==> config.mk <==
export PLATFORM = sky130hd
export DESIGN_NAME = arm_cycle_sequencer_top
export DESIGN_NICKNAME = d
export VERILOG_FILES = /design/src/hdl/acs_pkg.sv /design/src/hdl/acs_cfg_regs.sv /design/src/hdl/acs_seq_core.sv /design/src/hdl/arm_cycle_sequencer_top.sv
export SDC_FILE = /design/constraint.sdc
export NUM_CORES = 1
export LEC_CHECK = 0
export BUFFER_PORTS_ARGS = -buffer_cell sky130_fd_sc_hd__buf_2
export CAP_MARGIN = 40
export CORE_MARGIN = 2
export CORE_UTILIZATION = 35
export CTS_CLUSTER_DIAMETER = 100
export DETAILED_ROUTE_END_ITERATION = 6
export GPL_ROUTABILITY_DRIVEN = 1
export PLACE_DENSITY = 0.5
export RECOVER_POWER = 25
export SLEW_MARGIN = 20
export SYNTH_ARGS = -nofsm -noshare
export SYNTH_HDL_FRONTEND = slang
export SYNTH_HIERARCHICAL = 1
export SYNTH_SLANG_ARGS = --single-unit
==> constraint.sdc <==
create_clock -name i_clk -period 6.6 [get_ports i_clk]
set_clock_uncertainty 0.2 [all_clocks]
set_input_delay 0 -clock i_clk [delete_from_list [all_inputs] [get_ports i_clk]]
set_output_delay 0 -clock i_clk [all_outputs]
set_load 0.05 [all_outputs]
==> src/hdl/acs_pkg.sv <==
// Shared types, codes and constants of the arm cycle sequencer.
// No dependencies; every other file imports this package.
package acs_pkg;

    localparam int CFG_ADDR_W = 3;
    localparam int CFG_DATA_W = 32;

    localparam logic REG_STEP_TICKS   = 1'b0;
    localparam logic REG_FINISH_TICKS = 1'b1;

    localparam logic [7:0] STEP_TICKS_RST   = 8'd10;
    localparam logic [7:0] FINISH_TICKS_RST = 8'd20;
    localparam logic [2:0] AUTO_IDLE        = 3'd5;

    localparam int LB_UP    = 0;
    localparam int LB_FWD   = 1;
    localparam int LB_INJ1  = 2;
    localparam int LB_INJ2  = 3;
    localparam int LB_TURN  = 4;
    localparam int LB_DONE  = 5;
    localparam int LB_FAULT = 6;

    localparam int MP_TURNED = 0;
    localparam int MP_BLOWN1 = 1;
    localparam int MP_BLOWN2 = 2;

    localparam logic [2:0] FC_NONE      = 3'd0;
    localparam logic [2:0] FC_UPDOWN    = 3'd1;
    localparam logic [2:0] FC_FRONTBACK = 3'd2;
    localparam logic [2:0] FC_UP        = 3'd3;
    localparam logic [2:0] FC_FRONT     = 3'd4;
    localparam logic [2:0] FC_DOWN      = 3'd5;
    localparam logic [2:0] FC_BACK      = 3'd6;

    localparam logic [3:0] PC_WAIT   = 4'd0;
    localparam logic [3:0] PC_UP     = 4'd1;
    localparam logic [3:0] PC_FRONT  = 4'd2;
    localparam logic [3:0] PC_TURN   = 4'd3;
    localparam logic [3:0] PC_DOWN   = 4'd4;
    localparam logic [3:0] PC_BLOW   = 4'd5;
    localparam logic [3:0] PC_BACK   = 4'd6;
    localparam logic [3:0] PC_FINISH = 4'd7;
    localparam logic [3:0] PC_FAULT  = 4'd8;

    typedef enum logic [4:0] {
        PH_WAIT, PH_A_UP, PH_A_FRONT, PH_A_TURN, PH_A_DOWN, PH_A_BLOW1,
        PH_A_BACK, PH_A_BACKERR, PH_A_BLOW2, PH_A_TURN2, PH_A_FINISH,
        PH_M_UP, PH_M_FRONT, PH_M_TURN, PH_M_DOWN, PH_M_BLOW1, PH_M_BACK,
        PH_M_BLOW2, PH_M_TURN2, PH_FAULT
    } t_phase;

    typedef struct packed {
        logic reset_req;
        logic auto_req;
        logic manual_req;
        logic arm_up;
        logic arm_down;
        logic arm_forward;
        logic arm_backward;
    } t_tick;

    typedef struct packed {
        logic [7:0] step_ticks;
        logic [7:0] finish_ticks;
    } t_cfg;

    typedef struct packed {
        t_phase     phase;
        logic [7:0] tick_count;
        logic [2:0] last_auto_step;
        logic [2:0] manual_progress;
        logic [6:0] latches;
        logic [2:0] fault_reason;
    } t_seq_state;

    function automatic logic [3:0] f_phase_code(t_phase p);
        logic [3:0] c;
        case (p)
            PH_WAIT:      c = PC_WAIT;
            PH_A_UP:      c = PC_UP;
            PH_A_FRONT:   c = PC_FRONT;
            PH_A_TURN:    c = PC_TURN;
            PH_A_DOWN:    c = PC_DOWN;
            PH_A_BLOW1:   c = PC_BLOW;
            PH_A_BACK:    c = PC_BACK;
            PH_A_BACKERR: c = PC_FAULT;
            PH_A_BLOW2:   c = PC_BLOW;
            PH_A_TURN2:   c = PC_TURN;
            PH_A_FINISH:  c = PC_FINISH;
            PH_M_UP:      c = PC_UP;
            PH_M_FRONT:   c = PC_FRONT;
            PH_M_TURN:    c = PC_TURN;
            PH_M_DOWN:    c = PC_DOWN;
            PH_M_BLOW1:   c = PC_BLOW;
            PH_M_BACK:    c = PC_BACK;
            PH_M_BLOW2:   c = PC_BLOW;
            PH_M_TURN2:   c = PC_TURN;
            PH_FAULT:     c = PC_FAULT;
            default:      c = PC_WAIT;
        endcase
        return c;
    endfunction

endpackage

==> src/hdl/acs_cfg_regs.sv <==
// APB-style configuration registers: phase length and finish hold time.
// Depends on acs_pkg.
module acs_cfg_regs (
    input  logic                             i_clk,
    input  logic                             i_rst_n,
    input  logic                             psel,
    input  logic                             penable,
    input  logic                             pwrite,
    input  logic [acs_pkg::CFG_ADDR_W-1:0]   paddr,
    input  logic [acs_pkg::CFG_DATA_W-1:0]   pwdata,
    output logic [acs_pkg::CFG_DATA_W-1:0]   prdata,
    output logic                             pready,
    output acs_pkg::t_cfg                    o_cfg
);
    import acs_pkg::*;

    logic [7:0] r_step_ticks;
    logic [7:0] r_finish_ticks;
    logic       wr_en;
    logic       reg_sel;

    assign reg_sel = paddr[2];
    assign wr_en   = psel && penable && pwrite;
    assign pready  = 1'b1;

    always_ff @(posedge i_clk) begin
        if (!i_rst_n) begin
            r_step_ticks   <= STEP_TICKS_RST;
            r_finish_ticks <= FINISH_TICKS_RST;
        end else if (wr_en) begin
            if (reg_sel == REG_STEP_TICKS) begin
                r_step_ticks <= pwdata[7:0];
            end else begin
                r_finish_ticks <= pwdata[7:0];
            end
        end
    end

    always_comb begin
        if (reg_sel == REG_STEP_TICKS) begin
            prdata = {{(CFG_DATA_W-8){1'b0}}, r_step_ticks};
        end else begin
            prdata = {{(CFG_DATA_W-8){1'b0}}, r_finish_ticks};
        end
    end

    assign o_cfg.step_ticks   = r_step_ticks;
    assign o_cfg.finish_ticks = r_finish_ticks;

endmodule

==> src/hdl/acs_seq_core.sv <==
// Sequencer state register and its single-pass next-state logic.
// The state register doubles as the result register. Depends on acs_pkg.
module acs_seq_core (
    input  logic                i_clk,
    input  logic                i_rst_n,
    input  logic                i_en,
    input  acs_pkg::t_tick      i_tick,
    input  acs_pkg::t_cfg       i_cfg,
    output acs_pkg::t_seq_state o_state
);
    import acs_pkg::*;

    localparam int NUM_STEPS = 13;

    localparam logic [3:0] STP_A_UP    = 4'd0;
    localparam logic [3:0] STP_A_FRONT = 4'd1;
    localparam logic [3:0] STP_A_TURN  = 4'd2;
    localparam logic [3:0] STP_A_BLOW1 = 4'd3;
    localparam logic [3:0] STP_A_BLOW2 = 4'd4;
    localparam logic [3:0] STP_M_UP    = 4'd5;
    localparam logic [3:0] STP_M_FRONT = 4'd6;
    localparam logic [3:0] STP_M_TURN  = 4'd7;
    localparam logic [3:0] STP_M_DOWN  = 4'd8;
    localparam logic [3:0] STP_M_BLOW1 = 4'd9;
    localparam logic [3:0] STP_M_BACK  = 4'd10;
    localparam logic [3:0] STP_M_BLOW2 = 4'd11;
    localparam logic [3:0] STP_M_TURN2 = 4'd12;

    localparam t_seq_state SEQ_RESET = '{
        phase:           PH_WAIT,
        tick_count:      8'd0,
        last_auto_step:  AUTO_IDLE,
        manual_progress: 3'd0,
        latches:         7'd0,
        fault_reason:    FC_NONE
    };

    t_seq_state r_state;
    t_seq_state n_state;
    logic [7:0] lim;
    logic [8:0] cnt;

    function automatic t_seq_state f_enter(t_seq_state s, t_phase p);
        t_seq_state r;
        r            = s;
        r.phase      = p;
        r.tick_count = 8'd0;
        return r;
    endfunction

    function automatic t_seq_state f_raise(t_seq_state s, logic [2:0] cause);
        t_seq_state r;
        r                   = s;
        r.fault_reason      = cause;
        r.latches[LB_FAULT] = 1'b1;
        r.phase             = PH_FAULT;
        return r;
    endfunction

    function automatic t_seq_state f_finish(t_seq_state s);
        t_seq_state r;
        r                  = s;
        r.latches[LB_TURN] = 1'b0;
        r.latches[LB_FWD]  = 1'b0;
        r.latches[LB_INJ1] = 1'b0;
        r.latches[LB_INJ2] = 1'b0;
        r.latches[LB_DONE] = 1'b1;
        r.last_auto_step   = AUTO_IDLE;
        return r;
    endfunction

    function automatic logic [NUM_STEPS-1:0] f_ok(t_seq_state s, t_tick t);
        logic fresh;
        logic tn;
        logic b1;
        logic b2;
        logic [NUM_STEPS-1:0] ok;
        fresh = (s.manual_progress == 3'd0);
        tn    = s.manual_progress[MP_TURNED];
        b1    = s.manual_progress[MP_BLOWN1];
        b2    = s.manual_progress[MP_BLOWN2];
        ok[STP_A_UP]    = t.arm_down && (s.last_auto_step == 3'd5) && t.arm_backward;
        ok[STP_A_FRONT] = t.arm_up && (s.last_auto_step == 3'd1) && t.arm_backward;
        ok[STP_A_TURN]  = t.arm_forward && (s.last_auto_step == 3'd2) && t.arm_up;
        ok[STP_A_BLOW1] = t.arm_down && (s.last_auto_step == 3'd3) && t.arm_forward;
        ok[STP_A_BLOW2] = t.arm_backward && (s.last_auto_step == 3'd4);
        ok[STP_M_UP]    = t.manual_req && t.arm_down && t.arm_backward && fresh;
        ok[STP_M_FRONT] = t.manual_req && t.arm_up && t.arm_backward && fresh;
        ok[STP_M_TURN]  = t.manual_req && t.arm_forward && t.arm_up && fresh;
        ok[STP_M_DOWN]  = t.manual_req && t.arm_up && t.arm_forward && tn && !b1 && !b2;
        ok[STP_M_BLOW1] = t.manual_req && t.arm_down && t.arm_forward && tn && !b1 && !b2;
        ok[STP_M_BACK]  = t.manual_req && t.arm_down && t.arm_forward && tn && b1 && !b2;
        ok[STP_M_BLOW2] = t.manual_req && t.arm_down && t.arm_backward && tn && b1 && !b2;
        ok[STP_M_TURN2] = t.manual_req && t.arm_down && t.arm_backward && tn && b1 && b2;
        return ok;
    endfunction

    function automatic t_seq_state f_begin(t_seq_state s, logic [3:0] k);
        t_seq_state r;
        r = s;
        case (k)
            STP_A_UP: begin
                r.last_auto_step = 3'd1;
                r.latches[LB_UP] = 1'b1;
                r = f_enter(r, PH_A_UP);
            end
            STP_A_FRONT: begin
                r.last_auto_step  = 3'd2;
                r.latches[LB_FWD] = 1'b1;
                r = f_enter(r, PH_A_FRONT);
            end
            STP_A_TURN: begin
                r.latches[LB_TURN] = 1'b1;
                r = f_enter(r, PH_A_TURN);
            end
            STP_A_BLOW1: begin
                r.latches[LB_INJ1] = 1'b1;
                r = f_enter(r, PH_A_BLOW1);
            end
            STP_A_BLOW2: begin
                r.latches[LB_INJ2] = 1'b1;
                r = f_enter(r, PH_A_BLOW2);
            end
            STP_M_UP: begin
                r.latches[LB_UP] = 1'b1;
                r = f_enter(r, PH_M_UP);
            end
            STP_M_FRONT: begin
                r.latches[LB_FWD] = 1'b1;
                r = f_enter(r, PH_M_FRONT);
            end
            STP_M_TURN: begin
                r.latches[LB_TURN] = 1'b1;
                r = f_enter(r, PH_M_TURN);
            end
            STP_M_DOWN: begin
                r.latches[LB_UP] = 1'b0;
                r = f_enter(r, PH_M_DOWN);
            end
            STP_M_BLOW1: begin
                r.latches[LB_INJ1] = 1'b1;
                r = f_enter(r, PH_M_BLOW1);
            end
            STP_M_BACK: begin
                r.latches[LB_FWD] = 1'b0;
                r = f_enter(r, PH_M_BACK);
            end
            STP_M_BLOW2: begin
                r.latches[LB_INJ2] = 1'b1;
                r = f_enter(r, PH_M_BLOW2);
            end
            default: begin
                r.latches[LB_TURN] = 1'b1;
                r = f_enter(r, PH_M_TURN2);
            end
        endcase
        return r;
    endfunction

    // start the first step from k_from on whose conditions hold, else wait
    function automatic t_seq_state f_continue(t_seq_state s, t_tick t,
                                              logic [3:0] k_from);
        logic [NUM_STEPS-1:0] ok;
        logic                 found;
        logic [3:0]           sel;
        t_seq_state           r;
        ok    = f_ok(s, t);
        found = 1'b0;
        sel   = STP_A_UP;
        for (int i = 0; i < NUM_STEPS; i++) begin
            if (!found && (4'(i) >= k_from) && ok[i]) begin
                found = 1'b1;
                sel   = 4'(i);
            end
        end
        if (found) begin
            r = f_begin(s, sel);
        end else begin
            r = f_enter(s, PH_WAIT);
        end
        return r;
    endfunction

    function automatic t_seq_state f_phase_end(t_seq_state s, t_tick t);
        t_seq_state r;
        r = s;
        case (s.phase)
            PH_A_UP: begin
                if (!t.arm_up && t.auto_req) r = f_raise(s, FC_UP);
                else r = f_continue(s, t, STP_A_FRONT);
            end
            PH_A_FRONT: begin
                if (!t.arm_forward && t.auto_req) r = f_raise(s, FC_FRONT);
                else r = f_continue(s, t, STP_A_TURN);
            end
            PH_A_TURN: begin
                r.latches[LB_TURN] = 1'b0;
                r.latches[LB_UP]   = 1'b0;
                r.last_auto_step   = 3'd3;
                r = f_enter(r, PH_A_DOWN);
            end
            PH_A_DOWN: begin
                if (!t.arm_down && t.auto_req) r = f_raise(s, FC_DOWN);
                else r = f_continue(s, t, STP_A_BLOW1);
            end
            PH_A_BLOW1: begin
                r.latches[LB_INJ1] = 1'b0;
                r.latches[LB_FWD]  = 1'b0;
                r.last_auto_step   = 3'd4;
                r = f_enter(r, PH_A_BACK);
            end
            PH_A_BACK: begin
                if (!t.arm_backward && t.auto_req) begin
                    r.fault_reason = FC_BACK;
                    r = f_enter(r, PH_A_BACKERR);
                end else begin
                    r = f_continue(s, t, STP_A_BLOW2);
                end
            end
            PH_A_BACKERR: r = f_raise(s, FC_BACK);
            PH_A_BLOW2: begin
                r.latches[LB_INJ2] = 1'b0;
                r.latches[LB_TURN] = 1'b1;
                r = f_enter(r, PH_A_TURN2);
            end
            PH_A_TURN2: r = f_enter(f_finish(s), PH_A_FINISH);
            PH_A_FINISH: r = f_continue(s, t, STP_M_UP);
            PH_M_UP:     r = f_continue(s, t, STP_M_FRONT);
            PH_M_FRONT:  r = f_continue(s, t, STP_M_TURN);
            PH_M_TURN: begin
                r.latches[LB_TURN]            = 1'b0;
                r.manual_progress[MP_TURNED] = 1'b1;
                r = f_continue(r, t, STP_M_DOWN);
            end
            PH_M_DOWN: r = f_continue(s, t, STP_M_BLOW1);
            PH_M_BLOW1: begin
                r.latches[LB_INJ1]            = 1'b0;
                r.manual_progress[MP_BLOWN1] = 1'b1;
                r = f_continue(r, t, STP_M_BACK);
            end
            PH_M_BACK: r = f_continue(s, t, STP_M_BLOW2);
            PH_M_BLOW2: begin
                r.latches[LB_INJ2]            = 1'b0;
                r.manual_progress[MP_BLOWN2] = 1'b1;
                r = f_continue(r, t, STP_M_TURN2);
            end
            default: begin
                r                 = f_finish(s);
                r.manual_progress = 3'd0;
                r = f_enter(r, PH_WAIT);
            end
        endcase
        return r;
    endfunction

    always_comb begin
        lim = (r_state.phase == PH_A_FINISH) ? i_cfg.finish_ticks : i_cfg.step_ticks;
        if (lim == 8'd0) lim = 8'd1;
        cnt     = {1'b0, r_state.tick_count} + 9'd1;
        n_state = r_state;
        if (i_tick.reset_req) begin
            n_state = SEQ_RESET;
        end else if (r_state.phase == PH_WAIT) begin
            if (i_tick.auto_req || i_tick.manual_req) begin
                n_state.latches[LB_DONE] = 1'b0;
                if (i_tick.arm_up == i_tick.arm_down) begin
                    n_state = f_raise(n_state, FC_UPDOWN);
                end else if (i_tick.arm_forward == i_tick.arm_backward) begin
                    n_state = f_raise(n_state, FC_FRONTBACK);
                end else begin
                    n_state = f_continue(n_state, i_tick,
                                         i_tick.auto_req ? STP_A_UP : STP_M_UP);
                end
            end
        end else if (r_state.phase != PH_FAULT) begin
            n_state.tick_count = cnt[7:0];
            if (cnt >= {1'b0, lim}) n_state = f_phase_end(n_state, i_tick);
        end
    end

    always_ff @(posedge i_clk) begin
        if (!i_rst_n) begin
            r_state <= SEQ_RESET;
        end else if (i_en) begin
            r_state <= n_state;
        end
    end

    assign o_state = r_state;

endmodule

==> src/hdl/arm_cycle_sequencer_top.sv <==
// Arm cycle sequencer: tick-driven controller for a two-axis arm.
// Input register, handshake control and result mapping.
// Depends on acs_pkg, acs_cfg_regs and acs_seq_core.
//
// Usage:
//   Each request on the input channel (i_valid/o_ready) is one timer tick
//   carrying the button levels and limit switches. Each tick yields exactly
//   one result on the output channel (o_valid/i_ready): the seven output
//   levels, the phase code and the fault cause, as they stand after the tick.
//   A request passes the input register, then one pass of next-state logic
//   into the sequencer state, which also serves as the result register.
//   o_valid rises when the state register takes the request; one request can be
//   accepted every cycle while results are taken every cycle.
//   When the receiver stalls the result holds, the state holds, and at most
//   one further request waits in the input register before o_ready drops.
//   At reset the sequencer waits for a start with all outputs off, and the
//   phase length and finish hold registers return to 10 and 20 ticks.
//   Write the registers over the APB port only while no request is in flight.
module arm_cycle_sequencer_top (
    input  logic                             i_clk,
    input  logic                             i_rst_n,
    input  logic                             psel,
    input  logic                             penable,
    input  logic                             pwrite,
    input  logic [acs_pkg::CFG_ADDR_W-1:0]   paddr,
    input  logic [acs_pkg::CFG_DATA_W-1:0]   pwdata,
    output logic [acs_pkg::CFG_DATA_W-1:0]   prdata,
    output logic                             pready,
    input  logic                             i_valid,
    output logic                             o_ready,
    input  logic                             i_reset_req,
    input  logic                             i_auto_req,
    input  logic                             i_manual_req,
    input  logic                             i_arm_up,
    input  logic                             i_arm_down,
    input  logic                             i_arm_forward,
    input  logic                             i_arm_backward,
    output logic                             o_valid,
    input  logic                             i_ready,
    output logic                             o_drive_up,
    output logic                             o_drive_forward,
    output logic                             o_inject_one,
    output logic                             o_inject_two,
    output logic                             o_drive_turn,
    output logic                             o_done_res,
    output logic                             o_fault_lamp,
    output logic [3:0]                       o_phase_code,
    output logic [2:0]                       o_fault_cause
);
    import acs_pkg::*;

    t_cfg       cfg;
    t_seq_state state;
    t_tick      r_tick;
    logic       r_in_valid;
    logic       r_out_valid;
    logic       advance;

    acs_cfg_regs u_cfg (
        .i_clk   (i_clk),
        .i_rst_n (i_rst_n),
        .psel    (psel),
        .penable (penable),
        .pwrite  (pwrite),
        .paddr   (paddr),
        .pwdata  (pwdata),
        .prdata  (prdata),
        .pready  (pready),
        .o_cfg   (cfg)
    );

    assign advance = r_in_valid && (!r_out_valid || i_ready);
    assign o_ready = !r_in_valid || advance;

    always_ff @(posedge i_clk) begin
        if (!i_rst_n) begin
            r_in_valid  <= 1'b0;
            r_out_valid <= 1'b0;
        end else begin
            if (o_ready) r_in_valid <= i_valid;
            if (advance) begin
                r_out_valid <= 1'b1;
            end else if (i_ready) begin
                r_out_valid <= 1'b0;
            end
        end
    end

    always_ff @(posedge i_clk) begin
        if (i_valid && o_ready) begin
            r_tick <= '{
                reset_req:    i_reset_req,
                auto_req:     i_auto_req,
                manual_req:   i_manual_req,
                arm_up:       i_arm_up,
                arm_down:     i_arm_down,
                arm_forward:  i_arm_forward,
                arm_backward: i_arm_backward
            };
        end
    end

    acs_seq_core u_core (
        .i_clk   (i_clk),
        .i_rst_n (i_rst_n),
        .i_en    (advance),
        .i_tick  (r_tick),
        .i_cfg   (cfg),
        .o_state (state)
    );

    assign o_valid         = r_out_valid;
    assign o_drive_up      = state.latches[LB_UP];
    assign o_drive_forward = state.latches[LB_FWD];
    assign o_inject_one    = state.latches[LB_INJ1];
    assign o_inject_two    = state.latches[LB_INJ2];
    assign o_drive_turn    = state.latches[LB_TURN];
    assign o_done_res      = state.latches[LB_DONE];
    assign o_fault_lamp    = state.latches[LB_FAULT];
    assign o_phase_code    = f_phase_code(state.phase);
    assign o_fault_cause   = state.fault_reason;

endmodule

Yosys cells after proc, flatten, opt, wreduce, memory -nomap -nowiden
Memory sizes are Yosys's and may differ from the RTL's. A register that Yosys moved wholly into a read port is not among the register bits.
Cells that the tools add are included.
{ "totals": {"n_memories": 1, "register_bits": 54, "output_inout_bits": 49, "input_bits": 49, "romBits": 128} }
{ "memory_table": {"columns": ["memory", "depth", "word_bits", "read_ports", "rd_ports_with_merged_regs", "write_ports", "line_no", "rtl"], "rows": [
  ["(name not given)", 32, 4, 1, 1, 0, "acs_pkg.sv:78", "case (p)"]
]} }
{ "classes": {"n_mux": 793, "add_sub_neg": 1, "n_reduce_logical": 272, "eq_ne": 447, "bitwise": 1, "n_lt_le_gt_ge": 14} }
{ "ops": {"columns": ["operator", "n"], "rows": [
  ["29-bit case mux with 12 select lines", 13],
  ["29-bit two-way mux", 24],
  ["1-bit two-way mux", 592],
  ["4-bit by 3-bit inequality test with 1-bit output (second input constant)", 136],
  ["4-bit two-way mux", 130],
  ["29-bit case mux with 17 select lines", 1],
  ["157-bit AND reduction", 2],
  ["4-bit by 3-bit equality test with 1-bit output (second input constant)", 52],
  ["4-bit equality test (second input constant)", 52],
  ["168-bit AND reduction", 1],
  ["158-bit AND reduction", 1],
  ["156-bit AND reduction", 1],
  ["144-bit AND reduction", 1],
  ["1-bit logical AND", 143],
  ["5-bit by 4-bit inequality test with 1-bit output (second input constant)", 28],
  ["6-bit by 5-bit inequality test with 1-bit output (second input constant)", 20],
  ["4-bit by 2-bit equality test with 1-bit output (second input constant)", 26],
  ["1-bit logical NOT", 86],
  ["20-bit AND reduction", 4],
  ["3-bit two-way mux", 23],
  ["4-bit inequality test (second input constant)", 17],
  ["4-bit by 2-bit inequality test with 1-bit output (second input constant)", 15],
  ["4-bit by 1-bit equality test with 1-bit output (second input constant)", 13],
  ["4-bit logical NOT", 13],
  ["39 further kinds", 134]
]} }

Logic depth before layout (Yosys ltp)
{ "logic_depth": {"word_depth": 128, "ltp_mapped": 18, "ltp_nobuf": 15} }

By module
Netlist, hierarchy kept.
{ "modules_own_cells": {"columns": ["mod", "area_each_um2", "instances", "cells_per_inst"], "rows": [
  ["acs_seq_core", 5940.7, 1, 932],
  ["acs_cfg_regs", 965.9, 1, 104],
  ["arm_cycle_sequencer_top", 506.7, 1, 44]
]} }

Worst setup path before layout
OpenSTA, ideal clock, no wires.
{ "synth_timing": {"kind": "reg-to-reg", "from": "register u_core.r_state, in the netlist u_core/o_state[27]", "to": "register u_core.r_state, in the netlist u_core/o_state[1]", "t_required_ps": 6272, "stages_incl_launch_ff": 19, "period_less_slack_ps": 4173, "setup_time_ps": 128, "setup_slack_ps": 2427, "t_arrival_ps": 3845, "cell_sequence": "dfxtp_1 buf_2 buf_2 nor3b_1 and2_1 buf_2 mux2i_1 nand4_1 o22ai_1 ha_1 nand2b_1 a2111oi_0 nor3_1 nor4_1 nand3b_1 or3_1 a211oi_1 mux2i_1 nor2_1"} }
{ "synth_via": {"elab_chain_cells": 7, "word_cells_on_any_way": 50} }
{ "synth_rtl": {"columns": ["element", "line_no", "rtl"], "rows": [
  ["start, declared", "acs_seq_core.sv:38", "t_seq_state r_state;"],
  ["start signal, assigned", "acs_seq_core.sv:285", "r_state <= n_state;"],
  ["5-bit by 4-bit equality test with 1-bit output", "acs_seq_core.sv:187, acs_seq_core.sv:257", null],
  ["8-bit two-way mux", "acs_seq_core.sv:257", "lim = (r_state.phase == PH_A_FINISH) ? i_cfg.finish_ticks : i_cfg.step_ticks;"],
  ["8-bit logical NOT", "acs_seq_core.sv:258", "if (lim == 8'd0) lim = 8'd1;"],
  ["8-bit two-way mux", "acs_seq_core.sv:258", null],
  ["9-bit by 8-bit greater-or-equal comparator with 1-bit output", "acs_seq_core.sv:277", "if (cnt >= {1'b0, lim}) n_state = f_phase_end(n_state, i_tick);"],
  ["3-bit nonzero test (no source line)", null, null],
  ["22-bit AND reduction (no source line)", null, null]
]} }
Parallel ways exist; a longest one is shown, timed or not. The select of a mux whose other input is x is not followed.
A chain may end at the register's enable or synchronous reset.

Final worst setup path
Ends and elaborated chain as after synthesis.

==> results.md <==
- Status: complete, no violations
- Core box area: 20,890 um2
- Startpoint Class: flop
- # setup viols final: 0
- I/O pins: 98
- First-pass iteration count of the detailed router: 6
- H-Tree Level Count: 2
- CP required: 6.59 ns
- Largest net degree at the start of global routing: 47
- Clock share of power: 27.8%
- Clk_lat worst skew: 0.33 ns
- Setup WS post-layout: 1.523 ns
- Routed Wire Length: 41,010 um
- Buffers on Ports: 46
- Initial antenna violation count: 2
- RD Place Congestion: 1.029
- Die height: 149.5 um
- Hold Crit Class: input port to flop
- Vias in the first global route: 8,917
- Post-synthesis async set-or-reset flop share: 0%
- HPWL Detailed: 29,910 um
- Register area share after synthesis: 15.53%
- Commonest non-fill, non-tap cell in the layout: nor2_1
- Util after Layout: 39.48%
- Fin crit share: 76.93%
- Place WS: 1.671 ns
- Switching share of power: 45.48%
- Worst-Margin Slew: 1.006 ns
- Vias per cell: 6.949
- Diode count: 0
- Slew Limit Fails: 0
- Nets: 1,183
- Hold_sp: i_rst_n
- Leakage: 3.019 nW
- Switching power: 0.5556 mW
- Via count: 9,701
- Critical path peak fanout: 10
- Initial detailed-routing violation count: 1,454
- Initial core utilization: 35.49%
- # Post-CTS Setup Buffers: 0
- Crit. Startpoint: u_core/o_state[27]$_SDFFE_PN0P_
- Hold Vio Cnt, Final: 0
- Post-synthesis cell type count: 96
- Sum Neg Setup Slack: 0 ns
- Worst Setup End Kind: flop
- Cts bufs inserted: 5
- Synth Area per Inst: 6.864 um2
- CTS tree: built
- Total track usage: 35.95%
- Fill cells: 2,323
- Max VDD drop: 95.48 uV
- Worst path arrival time: 5.07 ns
- Clock transition at path regs: 0.08 ns
- RSZ-0062 raised after global routing: no
- Yosys Warn Count: 6
- CTS Buffer Depth: 2
- Commonest non-fill, non-tap cells in the layout: nor2_1, nand2_1, a21oi_1
- Max-Slew Margin vs Limit: 31.21%
- CTS sink cnt: 54
- Gate Count Post-Synth: 1,080
- Wire per inst: 29.38 um
- Cell area after synthesis: 7413 um2
- R2R Path Start: u_core/o_state[27]$_SDFFE_PN0P_
- MaxCap Viol Count: 0
- Flop and latch count out of synthesis: 54
- Share of layout cells above drive strength 1: 11.69%
- Fmax: 197.0 MHz
- Synth-to-layout area growth: 11.26%
- Root Driver: clkbuf_16
- Die ar.: 22,360 um2
- Post-route minimum period: 5.077 ns
- # DRC: 0
- Die width: 149.5 um
- First-pass GRT wire length: 59,270 um
- Combinational power share: 42.7%
- Final ANT Viol Nets: 0
- Commonest register cell after synthesis: dfxtp_1
- PD cells: 148.1 nW/um2
- Final global-route overflow total: 0
- Sequential share of power: 29.4%
- Internal Power: 0.6661 mW
- CP Class: flop to flop
- Post-synth EDFFs: 7
- Row count: 53
-- kinds of logic after synthesis --
kind of cell | synth area share, %
compound gates | 33.20
xor+xnor | 1.536
fa+ha+maj | 2.363
buf+inv | 8.337
flops | 15.53
mux | 5.840
other cells | 0.1013
simple gates | 33.10
-- repair_timing --
item | in CTS | in global routing
hold buffers | 23 | 0
endpoints found under the hold margin | 25 | 0
resized for setup | 0 | 0
-- metal layers --
layer  global-route usage (%)  wire [um]
met3                    9.970       4949
met4                    15.76       2249
met1                    48.99      17050
met2                    52.68      16700
met5                        0         52
-- synth_stat cells (7+ instances only) --
library cell | instances | area share (%)
o21ai_0 | 68 | 4.6
mux2_2 | 9 | 1.4
nor3_1 | 35 | 2.4
and2_1 | 11 | 0.93
nand2b_1 | 10 | 0.84
xor2_1 | 7 | 0.83
nand3b_1 | 7 | 0.71
ha_1 | 14 | 2.4
nor2b_1 | 20 | 1.7
a22oi_1 | 14 | 1.4
a211oi_1 | 15 | 1.5
or2_2 | 8 | 0.68
buf_2 | 32 | 2.2
a21oi_1 | 85 | 5.7
a211o_1 | 8 | 0.95
o21ai_1 | 7 | 0.47
o31ai_1 | 11 | 1.1
nand2_1 | 108 | 5.5
edfxtp_1 | 7 | 2.8
buf_4 | 28 | 2.8
o211ai_1 | 14 | 1.4
nand4_1 | 18 | 1.5
nor2_1 | 124 | 6.3
o22ai_1 | 18 | 1.5
or3_1 | 9 | 0.76
mux2i_1 | 32 | 4.3
a2111oi_0 | 12 | 1.4
o21a_1 | 12 | 1.2
o32ai_1 | 8 | 0.95
and3_1 | 11 | 0.93
a31oi_1 | 21 | 1.8
nand3_1 | 49 | 3.3
inv_1 | 12 | 0.61
nor4_1 | 11 | 0.93
clkbuf_1 | 35 | 1.8
a21o_1 | 8 | 0.81
dfxtp_1 | 47 | 13
-- critical path, cell delays in order (launching register included) --
cell and delay (ns):
dfxtp_1 0.33, nor3b_1 0.46, and2_1 0.66, mux2i_1 0.38, nand4_1 0.16, o22ai_1 0.19, ha_1 0.13, nand2b_1 0.09
a2111oi_0 0.09, nor3_1 0.44, nor4_1 0.21, nand3b_1 0.32, or3_1 0.44, a211oi_1 0.53, mux2i_1 0.26, nor2_1 0.05
-- registers in the layout (all words and copies together), names as in the netlist --
signal / flops
r_tick: 7
u_cfg/r_step_ticks: 8
o_valid: 1
u_core/o_state: 29
r_in_valid: 1
u_cfg/r_finish_ticks: 8
-- power groups by stage --
stage | sequential, mW | combinational [mW] | clock, mW
floorplan | 0.374 | 0.332 | 0
global placement | 0.371 | 0.488 | 0
detailed placement | 0.371 | 0.481 | 0
CTS | 0.364 | 0.493 | 0.345
global route | 0.362 | 0.541 | 0.354
finish | 0.360 | 0.522 | 0.340
-- metrics by stage --
| step | std cells | power [mW] | hold slack [ns] | cell area (um2) |
|---|---|---|---|---|
| floorplan | 1103 | 0.7057 | -0.1011 | 7500 |
| global placement | 1359 | 0.8595 | -0.02186 | 7802 |
| detailed placement | 1362 | 0.8525 | -0.02127 | 7828 |
| CTS | 1393 | 1.201 | 0.02029 | 8230 |
| global route | 1396 | 1.257 | 0.05133 | 8248 |
| finish | 1396 | 1.222 | 0.01904 | 8248 |
-- final cells by class --
class	instances	area, um2	area share [%]
Multi-Input combinational cell	931	5739	69.58
Sequential cell	54	1151	13.96
Inverter	15	56.30	0.6826
Clock buffer	7	163.9	1.987
Tap cell	275	344.1	4.172
Timing Repair Buffer	113	784.5	9.512
Clock inverter	1	8.758	0.1062
-- final timing paths --
check / end / slack [ns] / cells past startpoint
setup reg to reg: u_core/o_state[1]$_SDFFE_PN0P_ / 1.52 / 15
hold / removal: u_core/o_state[13]$_SDFFE_PN1P_ / 0.02 / 3
hold reg to reg: u_core/o_state[3]$_SDFFE_PN0P_ / 0.26 / 2
setup / recovery: u_core/o_state[1]$_SDFFE_PN0P_ / 1.52 / 15
Note: power is estimated with default switching activity, not from simulation.
